<file path="src/rtl/vmp_pkg.sv">
// Shared types, field codes and field tables for the version message parser.
// No dependencies; imported by every module of the block.
package vmp_pkg;

    // Field index values (parser state, 4 bits)
    localparam logic [3:0] FLD_VERSION    = 4'd0;
    localparam logic [3:0] FLD_AGENT_LEN  = 4'd12;
    localparam logic [3:0] FLD_AGENT_BYTE = 4'd13;
    localparam logic [3:0] FLD_HEIGHT     = 4'd14;
    localparam logic [3:0] FLD_RELAY      = 4'd15;

    // Result codes (5 bits)
    localparam logic [4:0] CODE_AGENT_LEN  = 5'd12;
    localparam logic [4:0] CODE_AGENT_BYTE = 5'd13;
    localparam logic [4:0] CODE_RELAY      = 5'd15;
    localparam logic [4:0] CODE_END        = 5'd16;

    localparam logic [1:0] STATUS_OK       = 2'd0;
    localparam logic [1:0] STATUS_TRUNC    = 2'd1;
    localparam logic [1:0] STATUS_TOO_LONG = 2'd2;

    localparam logic [31:0] RELAY_MIN_VERSION = 32'd70001;
    localparam logic [7:0]  VARINT_TWO        = 8'hfd;
    localparam logic [7:0]  VARINT_FOUR       = 8'hfe;
    localparam logic [10:0] CAP_RESET         = 11'd257;

    typedef struct packed {
        logic [4:0]  code;
        logic [63:0] value;
        logic [1:0]  status;
        logic        last;
    } t_result;

    // Up to three results per input item: field, default relay, end
    typedef struct packed {
        logic [2:0]    valid;
        t_result [2:0] slot;
    } t_push;

    function automatic logic [3:0] field_len(input logic [3:0] f);
        logic [3:0] len;
        case (f)
            4'd0, 4'd14:        len = 4'd4;
            4'd6, 4'd10:        len = 4'd2;
            4'd13, 4'd15:       len = 4'd1;
            FLD_AGENT_LEN:      len = 4'd0;
            default:            len = 4'd8;
        endcase
        return len;
    endfunction

    // Big-endian fields: address halves and ports
    function automatic logic field_be(input logic [3:0] f);
        logic be;
        case (f)
            4'd4, 4'd5, 4'd6, 4'd8, 4'd9, 4'd10: be = 1'b1;
            default:                              be = 1'b0;
        endcase
        return be;
    endfunction

endpackage

</file>
<file path="src/rtl/vmp_parser.sv">
// Byte-wise parse state and per-item result generation for the version parser.
// Depends on vmp_pkg; feeds vmp_result_fifo with up to three results per item.
module vmp_parser import vmp_pkg::*; (
    input  logic        i_clk,
    input  logic        i_rst_n,
    input  logic        i_cfg_wr_en,
    input  logic [10:0] i_cfg_wr_data,
    input  logic        i_accept,
    input  logic [7:0]  i_data_byte,
    input  logic        i_eom,
    output t_push       o_push
);

    logic [10:0] r_cap;
    logic [3:0]  r_fi,  n_fi;
    logic [3:0]  r_bc,  n_bc;
    logic [63:0] r_acc, n_acc;
    logic [3:0]  r_vw,  n_vw;
    logic [31:0] r_sv,  n_sv;
    logic [10:0] r_rem, n_rem;
    logic        r_drop, n_drop;
    logic        r_done, n_done;

    logic [63:0] acc_le;
    logic [63:0] acc_be;
    logic [3:0]  bc_inc;
    logic        needs_relay;
    t_push       push;

    always_comb begin
        for (int k = 0; k < 8; k++) begin
            acc_le[8*k +: 8] = (r_bc[2:0] == 3'(k)) ? (r_acc[8*k +: 8] | i_data_byte)
                                                     : r_acc[8*k +: 8];
        end
    end

    assign acc_be      = {r_acc[55:0], i_data_byte};
    assign bc_inc      = r_bc + 4'd1;
    assign needs_relay = !r_sv[31] && (r_sv >= RELAY_MIN_VERSION);

    always_comb begin
        logic        closed;
        logic        len_done;
        logic [63:0] len_val;
        logic [63:0] fld_val;
        logic [10:0] rem_dec;
        closed   = 1'b0;
        len_done = 1'b0;
        len_val  = '0;
        fld_val  = '0;
        rem_dec  = r_rem - 11'd1;
        n_fi   = r_fi;
        n_bc   = r_bc;
        n_acc  = r_acc;
        n_vw   = r_vw;
        n_sv   = r_sv;
        n_rem  = r_rem;
        n_drop = r_drop;
        n_done = r_done;
        push   = '0;

        if (r_drop) begin
            closed = 1'b1;
            if (i_eom) begin
                n_drop = 1'b0;
                n_fi = '0; n_bc = '0; n_acc = '0; n_vw = '0;
                n_sv = '0; n_rem = '0; n_done = 1'b0;
            end
        end else if (!r_done) begin
            case (r_fi)
                FLD_AGENT_LEN: begin
                    if (r_vw == 4'd0) begin
                        if (i_data_byte < VARINT_TWO) begin
                            len_val  = {56'd0, i_data_byte};
                            len_done = 1'b1;
                        end else begin
                            n_vw  = (i_data_byte == VARINT_TWO)  ? 4'd2 :
                                    (i_data_byte == VARINT_FOUR) ? 4'd4 : 4'd8;
                            n_acc = '0;
                            n_bc  = '0;
                        end
                    end else begin
                        n_acc = acc_le;
                        n_bc  = bc_inc;
                        if (bc_inc >= r_vw) begin
                            len_val  = acc_le;
                            len_done = 1'b1;
                        end
                    end
                    if (len_done) begin
                        push.valid[0] = 1'b1;
                        push.slot[0]  = '{code: CODE_AGENT_LEN, value: len_val,
                                          status: STATUS_OK, last: 1'b0};
                        n_acc = '0; n_bc = '0; n_vw = '0;
                        if (len_val >= {53'd0, r_cap}) begin
                            push.valid[2] = 1'b1;
                            push.slot[2]  = '{code: CODE_END, value: '0,
                                              status: STATUS_TOO_LONG, last: 1'b1};
                            n_fi = '0; n_sv = '0; n_rem = '0; n_done = 1'b0;
                            n_drop = !i_eom;
                            closed = 1'b1;
                        end else begin
                            n_rem = len_val[10:0];
                            n_fi  = (len_val[10:0] != 11'd0) ? FLD_AGENT_BYTE : FLD_HEIGHT;
                        end
                    end
                end
                FLD_AGENT_BYTE: begin
                    push.valid[0] = 1'b1;
                    push.slot[0]  = '{code: CODE_AGENT_BYTE, value: {56'd0, i_data_byte},
                                      status: STATUS_OK, last: 1'b0};
                    n_rem = rem_dec;
                    if (rem_dec == 11'd0) n_fi = FLD_HEIGHT;
                end
                FLD_RELAY: begin
                    push.valid[0] = 1'b1;
                    push.slot[0]  = '{code: CODE_RELAY, value: {56'd0, i_data_byte},
                                      status: STATUS_OK, last: 1'b0};
                    n_done = 1'b1;
                end
                default: begin
                    fld_val = field_be(r_fi) ? acc_be : acc_le;
                    n_acc   = fld_val;
                    n_bc    = bc_inc;
                    if (bc_inc >= field_len(r_fi)) begin
                        push.valid[0] = 1'b1;
                        push.slot[0]  = '{code: {1'b0, r_fi}, value: fld_val,
                                          status: STATUS_OK, last: 1'b0};
                        n_acc = '0;
                        n_bc  = '0;
                        if (r_fi == FLD_VERSION) n_sv = fld_val[31:0];
                        if (r_fi == FLD_HEIGHT) begin
                            if (needs_relay) n_fi = FLD_RELAY;
                            else             n_done = 1'b1;
                        end else begin
                            n_fi = r_fi + 4'd1;
                        end
                    end
                end
            endcase
        end

        if (i_eom && !closed) begin
            push.valid[2] = 1'b1;
            if (n_done) begin
                push.slot[2] = '{code: CODE_END, value: '0, status: STATUS_OK, last: 1'b1};
            end else if (n_fi == FLD_RELAY) begin
                // relay byte missing: report the default before closing
                push.valid[1] = 1'b1;
                push.slot[1]  = '{code: CODE_RELAY, value: 64'd1,
                                  status: STATUS_OK, last: 1'b0};
                push.slot[2]  = '{code: CODE_END, value: '0, status: STATUS_OK, last: 1'b1};
            end else begin
                push.slot[2] = '{code: CODE_END, value: '0, status: STATUS_TRUNC, last: 1'b1};
            end
            n_fi = '0; n_bc = '0; n_acc = '0; n_vw = '0;
            n_sv = '0; n_rem = '0; n_done = 1'b0;
        end
    end

    always_ff @(posedge i_clk) begin
        if (!i_rst_n) begin
            r_cap  <= CAP_RESET;
            r_fi   <= '0;
            r_bc   <= '0;
            r_acc  <= '0;
            r_vw   <= '0;
            r_sv   <= '0;
            r_rem  <= '0;
            r_drop <= 1'b0;
            r_done <= 1'b0;
        end else begin
            if (i_cfg_wr_en) r_cap <= i_cfg_wr_data;
            if (i_accept) begin
                r_fi   <= n_fi;
                r_bc   <= n_bc;
                r_acc  <= n_acc;
                r_vw   <= n_vw;
                r_sv   <= n_sv;
                r_rem  <= n_rem;
                r_drop <= n_drop;
                r_done <= n_done;
            end
        end
    end

    assign o_push.valid = i_accept ? push.valid : 3'b000;
    assign o_push.slot  = push.slot;

    a_drop_silent: assert property (@(posedge i_clk) disable iff (!i_rst_n)
        (i_accept && r_drop) |-> (o_push.valid == 3'b000))
        else $error("results produced while dropping");

    a_relay_then_end: assert property (@(posedge i_clk) disable iff (!i_rst_n)
        o_push.valid[1] |-> o_push.valid[2])
        else $error("default relay without end result");

    a_too_long_alone: assert property (@(posedge i_clk) disable iff (!i_rst_n)
        (o_push.valid[2] && o_push.slot[2].status == STATUS_TOO_LONG)
            |-> (!o_push.valid[1] && o_push.valid[0] && !n_done))
        else $error("too-long end without agent length");

endmodule

</file>
<file path="src/rtl/vmp_result_fifo.sv">
// Result queue: takes up to three results per cycle, delivers one per ready cycle.
// Depends on vmp_pkg (t_result, t_push); DEPTH must be a power of two, at least 4.
module vmp_result_fifo import vmp_pkg::*; #(
    parameter int DEPTH = 8
) (
    input  logic    i_clk,
    input  logic    i_rst_n,
    input  t_push   i_push,
    output logic    o_space,
    output logic    o_valid,
    input  logic    i_ready,
    output t_result o_head
);

    localparam int AW = $clog2(DEPTH);
    localparam int CW = $clog2(DEPTH + 1);

    t_result         r_mem [DEPTH];
    logic [AW-1:0]   r_wptr, r_rptr;
    logic [CW-1:0]   r_count;
    logic [AW-1:0]   offs [3];
    logic [1:0]      n_pushes;
    logic            pop;

    assign offs[0]  = '0;
    assign offs[1]  = AW'(i_push.valid[0]);
    assign offs[2]  = AW'(i_push.valid[0]) + AW'(i_push.valid[1]);
    assign n_pushes = 2'(i_push.valid[0]) + 2'(i_push.valid[1]) + 2'(i_push.valid[2]);
    assign pop      = o_valid && i_ready;

    always_ff @(posedge i_clk) begin
        for (int i = 0; i < 3; i++) begin
            if (i_push.valid[i]) r_mem[r_wptr + offs[i]] <= i_push.slot[i];
        end
    end

    always_ff @(posedge i_clk) begin
        if (!i_rst_n) begin
            r_wptr  <= '0;
            r_rptr  <= '0;
            r_count <= '0;
        end else begin
            r_wptr  <= r_wptr + AW'(n_pushes);
            r_rptr  <= r_rptr + AW'(pop);
            r_count <= r_count + CW'(n_pushes) - CW'(pop);
        end
    end

    // room for the worst-case item (three results)
    assign o_space = (r_count <= CW'(DEPTH - 3));
    assign o_valid = (r_count != '0);
    assign o_head  = r_mem[r_rptr];

    a_no_overflow: assert property (@(posedge i_clk) disable iff (!i_rst_n)
        (n_pushes != 2'd0) |-> (int'(r_count) + int'(n_pushes) <= DEPTH + int'(pop)))
        else $error("result queue overflow");

    a_count_bound: assert property (@(posedge i_clk) disable iff (!i_rst_n)
        int'(r_count) <= DEPTH)
        else $error("result count out of range");

    a_field_clean: assert property (@(posedge i_clk) disable iff (!i_rst_n)
        (o_valid && o_head.code != CODE_END)
            |-> (o_head.status == STATUS_OK && !o_head.last))
        else $error("field result with status or last set");

endmodule

</file>
<file path="src/rtl/version_message_parser_core.sv">
// Version message body parser: one body byte per item in, decoded fields out.
// Results are registered in the result queue and offered on the master side from it.
// Throughput: one byte per cycle while the result queue has room for three results;
// results leave at one per cycle while m_axis_tready is high, so bytes closing a message
// with two or three results (default relay, agent too long) cost extra output cycles.
// Reset (synchronous, active low): parser restarts at version, capacity 257, queue empty.
module version_message_parser_core import vmp_pkg::*; #(
    parameter int FIFO_DEPTH = 8
) (
    input  logic        i_clk,
    input  logic        i_rst_n,
    input  logic        i_cfg_wr_en,
    input  logic [10:0] i_cfg_wr_data,   // agent_capacity
    input  logic        s_axis_tvalid,
    output logic        s_axis_tready,
    input  logic [7:0]  s_axis_tdata,    // [7:0] data_byte
    input  logic        s_axis_tlast,    // end_of_message
    output logic        m_axis_tvalid,
    input  logic        m_axis_tready,
    output logic [63:0] m_axis_tdata,    // [63:0] field_value
    output logic [6:0]  m_axis_tuser,    // [4:0] field_code, [6:5] status
    output logic        m_axis_tlast     // last_result
);

    logic    accept;
    t_push   push;
    t_result head;

    assign accept = s_axis_tvalid && s_axis_tready;

    vmp_parser u_parser (
        .i_clk         (i_clk),
        .i_rst_n       (i_rst_n),
        .i_cfg_wr_en   (i_cfg_wr_en),
        .i_cfg_wr_data (i_cfg_wr_data),
        .i_accept      (accept),
        .i_data_byte   (s_axis_tdata),
        .i_eom         (s_axis_tlast),
        .o_push        (push)
    );

    vmp_result_fifo #(
        .DEPTH (FIFO_DEPTH)
    ) u_fifo (
        .i_clk   (i_clk),
        .i_rst_n (i_rst_n),
        .i_push  (push),
        .o_space (s_axis_tready),
        .o_valid (m_axis_tvalid),
        .i_ready (m_axis_tready),
        .o_head  (head)
    );

    assign m_axis_tdata = head.value;
    assign m_axis_tuser = {head.status, head.code};
    assign m_axis_tlast = head.last;

endmodule

</file>
<file path="config.mk">
export PLATFORM = sky130hd
export DESIGN_NAME = version_message_parser_core
export DESIGN_NICKNAME = d
export VERILOG_FILES = /design/src/rtl/vmp_pkg.sv /design/src/rtl/vmp_parser.sv /design/src/rtl/vmp_result_fifo.sv /design/src/rtl/version_message_parser_core.sv
export SDC_FILE = /design/constraint.sdc
export NUM_CORES = 2
export LEC_CHECK = 0
export ABC_AREA = 1
export BUFFER_PORTS_ARGS = -buffer_cell sky130_fd_sc_hd__buf_2
export CAP_MARGIN = 20
export CORE_MARGIN = 5
export CORE_UTILIZATION = 43
export CTS_BUF_LIST = sky130_fd_sc_hd__clkbuf_4
export DETAILED_ROUTE_END_ITERATION = 10
export PLACE_DENSITY_LB_ADDON = 0.12
export SETUP_SLACK_MARGIN = 0.02
export SKIP_LAST_GASP = 1
export SYNTH_ARGS = -nofsm -noshare
export SYNTH_HDL_FRONTEND = slang
export SYNTH_SLANG_ARGS = --single-unit
</file>
<file path="constraint.sdc">
create_clock -name i_clk -period 9.5 [get_ports i_clk]
set_input_delay 0.475 -clock i_clk [delete_from_list [all_inputs] [get_ports i_clk]]
set_output_delay 0.475 -clock i_clk [all_outputs]
set_load 0.02 [all_outputs]
</file>
==> results_dict.tcl <==
set metrics [dict create \
    status "completed" \
    drc 0 \
    yosysMostFrequentCell "nor2_1" \
    vias 36507 \
    routed_via_density 5.46 \
    use_met1_pct 37.6 \
    regArea_mm2 0.0144 \
    gr-usage-met3_pct 4.91 \
    critPathLaunch "u_parser.r_bc[2]" \
    yosysWarnings 0 \
    synth_area_leaders "dfxtp_1 (38%), o21ai_0 (14%), nor2_1 (13%), nand2_1 (9.9%), inv_1 (3.1%)" \
    tns_ps 0 \
    nNetsFinal 5510 \
    share_seq_of_total_power_pct 35.0 \
    comb_power_share_pct 37.7 \
    clock-root-buffer "clkbuf_4" \
    path_clk_slew_ps 60 \
    synthCells 5448 \
    antenna_found_initial 5 \
    crit_path_frequent_cell "nand2_1" \
    r2r_slack_ps 1730 \
    min_path_type "in -> reg" \
    die_x_um 300 \
    yosys.area.top_type "dfxtp_1" \
    r2r-end "u_fifo.r_mem[6][40]" \
    top_usage_layer "met2" \
    maxSlewViolCount 0 \
    period_share_pct 81.7 \
    multiInputGateArea_mm2 0.0188 \
    critPathSlowestCell "nand2_4" \
    synth_nets 5521 \
    power_density_mw_per_mm2 269 \
    ys_ff_latch 709 \
    initialDrtViolationCount 3868 \
    preCtsSetupSlack_ps 1930 \
    fill_cells 8775 \
    grt_use_total_pct 26.9 \
    worstRegToRegCells 34 \
    grt_max_degree 203 \
    syn_to_final_growth_pct 9.93 \
    rsz0062_at_grt "false" \
    grt_pass1_vias 33206 \
    syn_area_mm2 0.0362 \
    ys_top_cells_by_count "nor2_1 (1262), o21ai_0 (1027), nand2_1 (950)" \
    ctsResizeCount 0 \
    cp.arrival_ps 8730 \
    slowest_delay_ps 720 \
    fmax_ghz 0.129 \
    power_leakage_nw 15.6 \
    p_clk_share_pct 27.4 \
    synth-edff-count 24 \
    slew-limit-headroom_pct 21.6 \
    power_mw 10.7 \
    h-tree-depth 4 \
    wl_um 125000 \
    yosysTopAreaCellShare_pct 37.9 \
    hold_viol 0 \
    grt_pass1_wl_um 194000 \
    crit_path_max_fanout 46 \
    die-area_mm2 0.0900 \
    start_util_pct 43.3 \
    finalCriticalPeriod_ps 7770 \
    synth.distinct_cells 56 \
    r2r_start "u_parser.r_bc[2]" \
    startpoint_type "flop" \
    clk_latency_ps 1110 \
    cap_violations 0 \
    finalClockSkew_ps 110 \
    cts_buffers 200 \
    overflow 0 \
    wl_per_cell_um 18.7 \
    io_pins 99 \
    setup_slack_ps 1730 \
    ant_nets 0 \
    dp_hpwl_um 74700 \
    clock-sinks 709 \
    cp-end-kind "flop" \
    crit_path_end "u_fifo.r_mem[6][40]" \
    finish.utilization_pct 47.6 \
    first_pass_iters 6 \
    port_buffers 98 \
    drive_gt1_share_pct 9.82 \
    core_area_mm2 0.0836 \
    yosysSeqAreaShare_pct 39.9 \
    placementRows 106 \
    die_h_um 300 \
    ir_drop_v 0.000224 \
    synthFlopType "dfxtp_1" \
    p_sw_share_pct 41.6 \
    worstMarginPinSlew_ps 1170 \
    avgSynthCellArea_um2 6.64 \
    power_switching_mw 4.46 \
    worstSetupPathType "reg -> reg" \
    gp_congestion 0.886 \
    cts_tree "yes" \
    setup_violations 0 \
    synthArstFlopShare_pct 0 \
    use_met2_pct 42.3 \
    intPower_mw 6.25 \
    cts_max_path_buffers 3 \
    required_ps 10460 \
]
cell usage in the layout, fill, tap and decap left out, types with 15 or more instances in the layout:
| master | synthesis | routed |
|---|---|---|
| a21oi_1 | 194 | 194 |
| a211oi_1 | 27 | 27 |
| o31ai_1 | 17 | 17 |
| dlygate4sd3_1 | 0 | 45 |
| o21ai_0 | 1027 | 1027 |
| ha_1 | 44 | 44 |
| clkinv_1 | 2 | 43 |
| o21a_1 | 26 | 26 |
| buf_4 | 49 | 42 |
| buf_2 | 85 | 97 |
| o21ai_1 | 37 | 37 |
| o211ai_1 | 15 | 15 |
| nor2_1 | 1262 | 1255 |
| nand2_1 | 950 | 949 |
| a31oi_1 | 79 | 79 |
| o21bai_1 | 15 | 15 |
| nor3_1 | 27 | 27 |
| dfxtp_1 | 685 | 683 |
| nand3_1 | 96 | 96 |
| clkbuf_4 | 0 | 310 |
| o22ai_1 | 75 | 75 |
| edfxtp_1 | 24 | 24 |
| inv_1 | 296 | 294 |
| nand4_1 | 22 | 22 |
how the worst min path moves through the flow:
| stage | slack, ps | depth (start not counted) | startpoint | to |
|---|---|---|---|---|
| after floorplan | 440 | 2 | u_parser.r_cap[0] | u_parser.r_cap[0] |
| after global placement | 460 | 2 | u_parser.r_acc[18] | u_parser.r_acc[18] |
| after detailed placement | 460 | 2 | u_parser.r_acc[25] | u_parser.r_acc[25] |
| after CTS | 20 | 7 | s_axis_tdata[5] | u_parser.r_acc[61] |
| after global routing | 140 | 7 | s_axis_tdata[5] | u_parser.r_acc[61] |
| final | 150 | 7 | s_axis_tdata[5] | u_parser.r_acc[61] |
worst max-delay path: cells and delay by family, from the launching register on:
| kind | cells | cell delay (ps) |
|---|---|---|
| and+or+nand+nor | 18 | 2990 |
| AOI/OAI and AO/OA | 4 | 1360 |
| adders and majority gates | 6 | 1730 |
| buffers and inverters | 5 | 750 |
| DFF | 1 | 590 |
| xor gates and xnor gates | 1 | 170 |
cell families after synthesis:
| kind of cell | share of synthesized area (%) |
|---|---|
| fa+ha+maj | 1.74 |
| compound gates | 22.6 |
| simple gates | 26.9 |
| buf+inv | 8.34 |
| mux | 0.0830 |
| flops | 39.9 |
| xor+xnor | 0.388 |
final cells by class:
class / instances / area share, %
flip-flops and latches: 709 / 36.3
well taps: 1080 / 3.40
multi-input cells: 4027 / 47.3
repair buffers: 186 / 3.25
inverters: 313 / 3.00
diodes: 5 / 0.0315
clock buffers: 310 / 5.85
clock inverters: 56 / 0.825
power groups by stage:
stage | sequential, mW | clock, mW | combinational (mW)
after global placement | 3.79 | 0 | 3.97
after detailed placement | 3.79 | 0 | 3.98
final | 3.74 | 2.93 | 4.03
after global routing | 3.80 | 3.19 | 4.49
after floorplan | 3.72 | 0 | 2.85
after CTS | 3.73 | 3.01 | 4.01
sequential cells by signal, indices dropped and copies added (netlist names):
signal	count
u_fifo.r_count	4
u_fifo.r_mem	568
u_fifo.r_rptr	3
u_fifo.r_wptr	3
u_parser.r_acc	64
u_parser.r_bc	4
u_parser.r_cap	11
u_parser.r_done	1
u_parser.r_drop	1
u_parser.r_fi	4
u_parser.r_rem	11
u_parser.r_sv	32
u_parser.r_vw	3
through the flow:
| stage | cell area [um2] | std cells | hold WS (ps) |
|---|---|---|---|
| final | 39800 | 6686 | 146 |
| after global routing | 39700 | 6684 | 139 |
| after CTS | 39700 | 6681 | 19.9 |
| after detailed placement | 36600 | 6270 | 462 |
| after global placement | 36600 | 6270 | 455 |
| after floorplan | 36200 | 5448 | 435 |
per-layer routing:
metal,vias up,share of wire [%]
met1,16912,46
met3,236,7.8
li1,17978,-
met5,-,0
met4,0,2.4
met2,1381,44
what timing repair did:
action,CTS,global route
setup buffers,0,0
endpoints found under the hold margin,45,0
hold buffers,45,0
No activity file was read; power rests on OpenSTA's default activity.
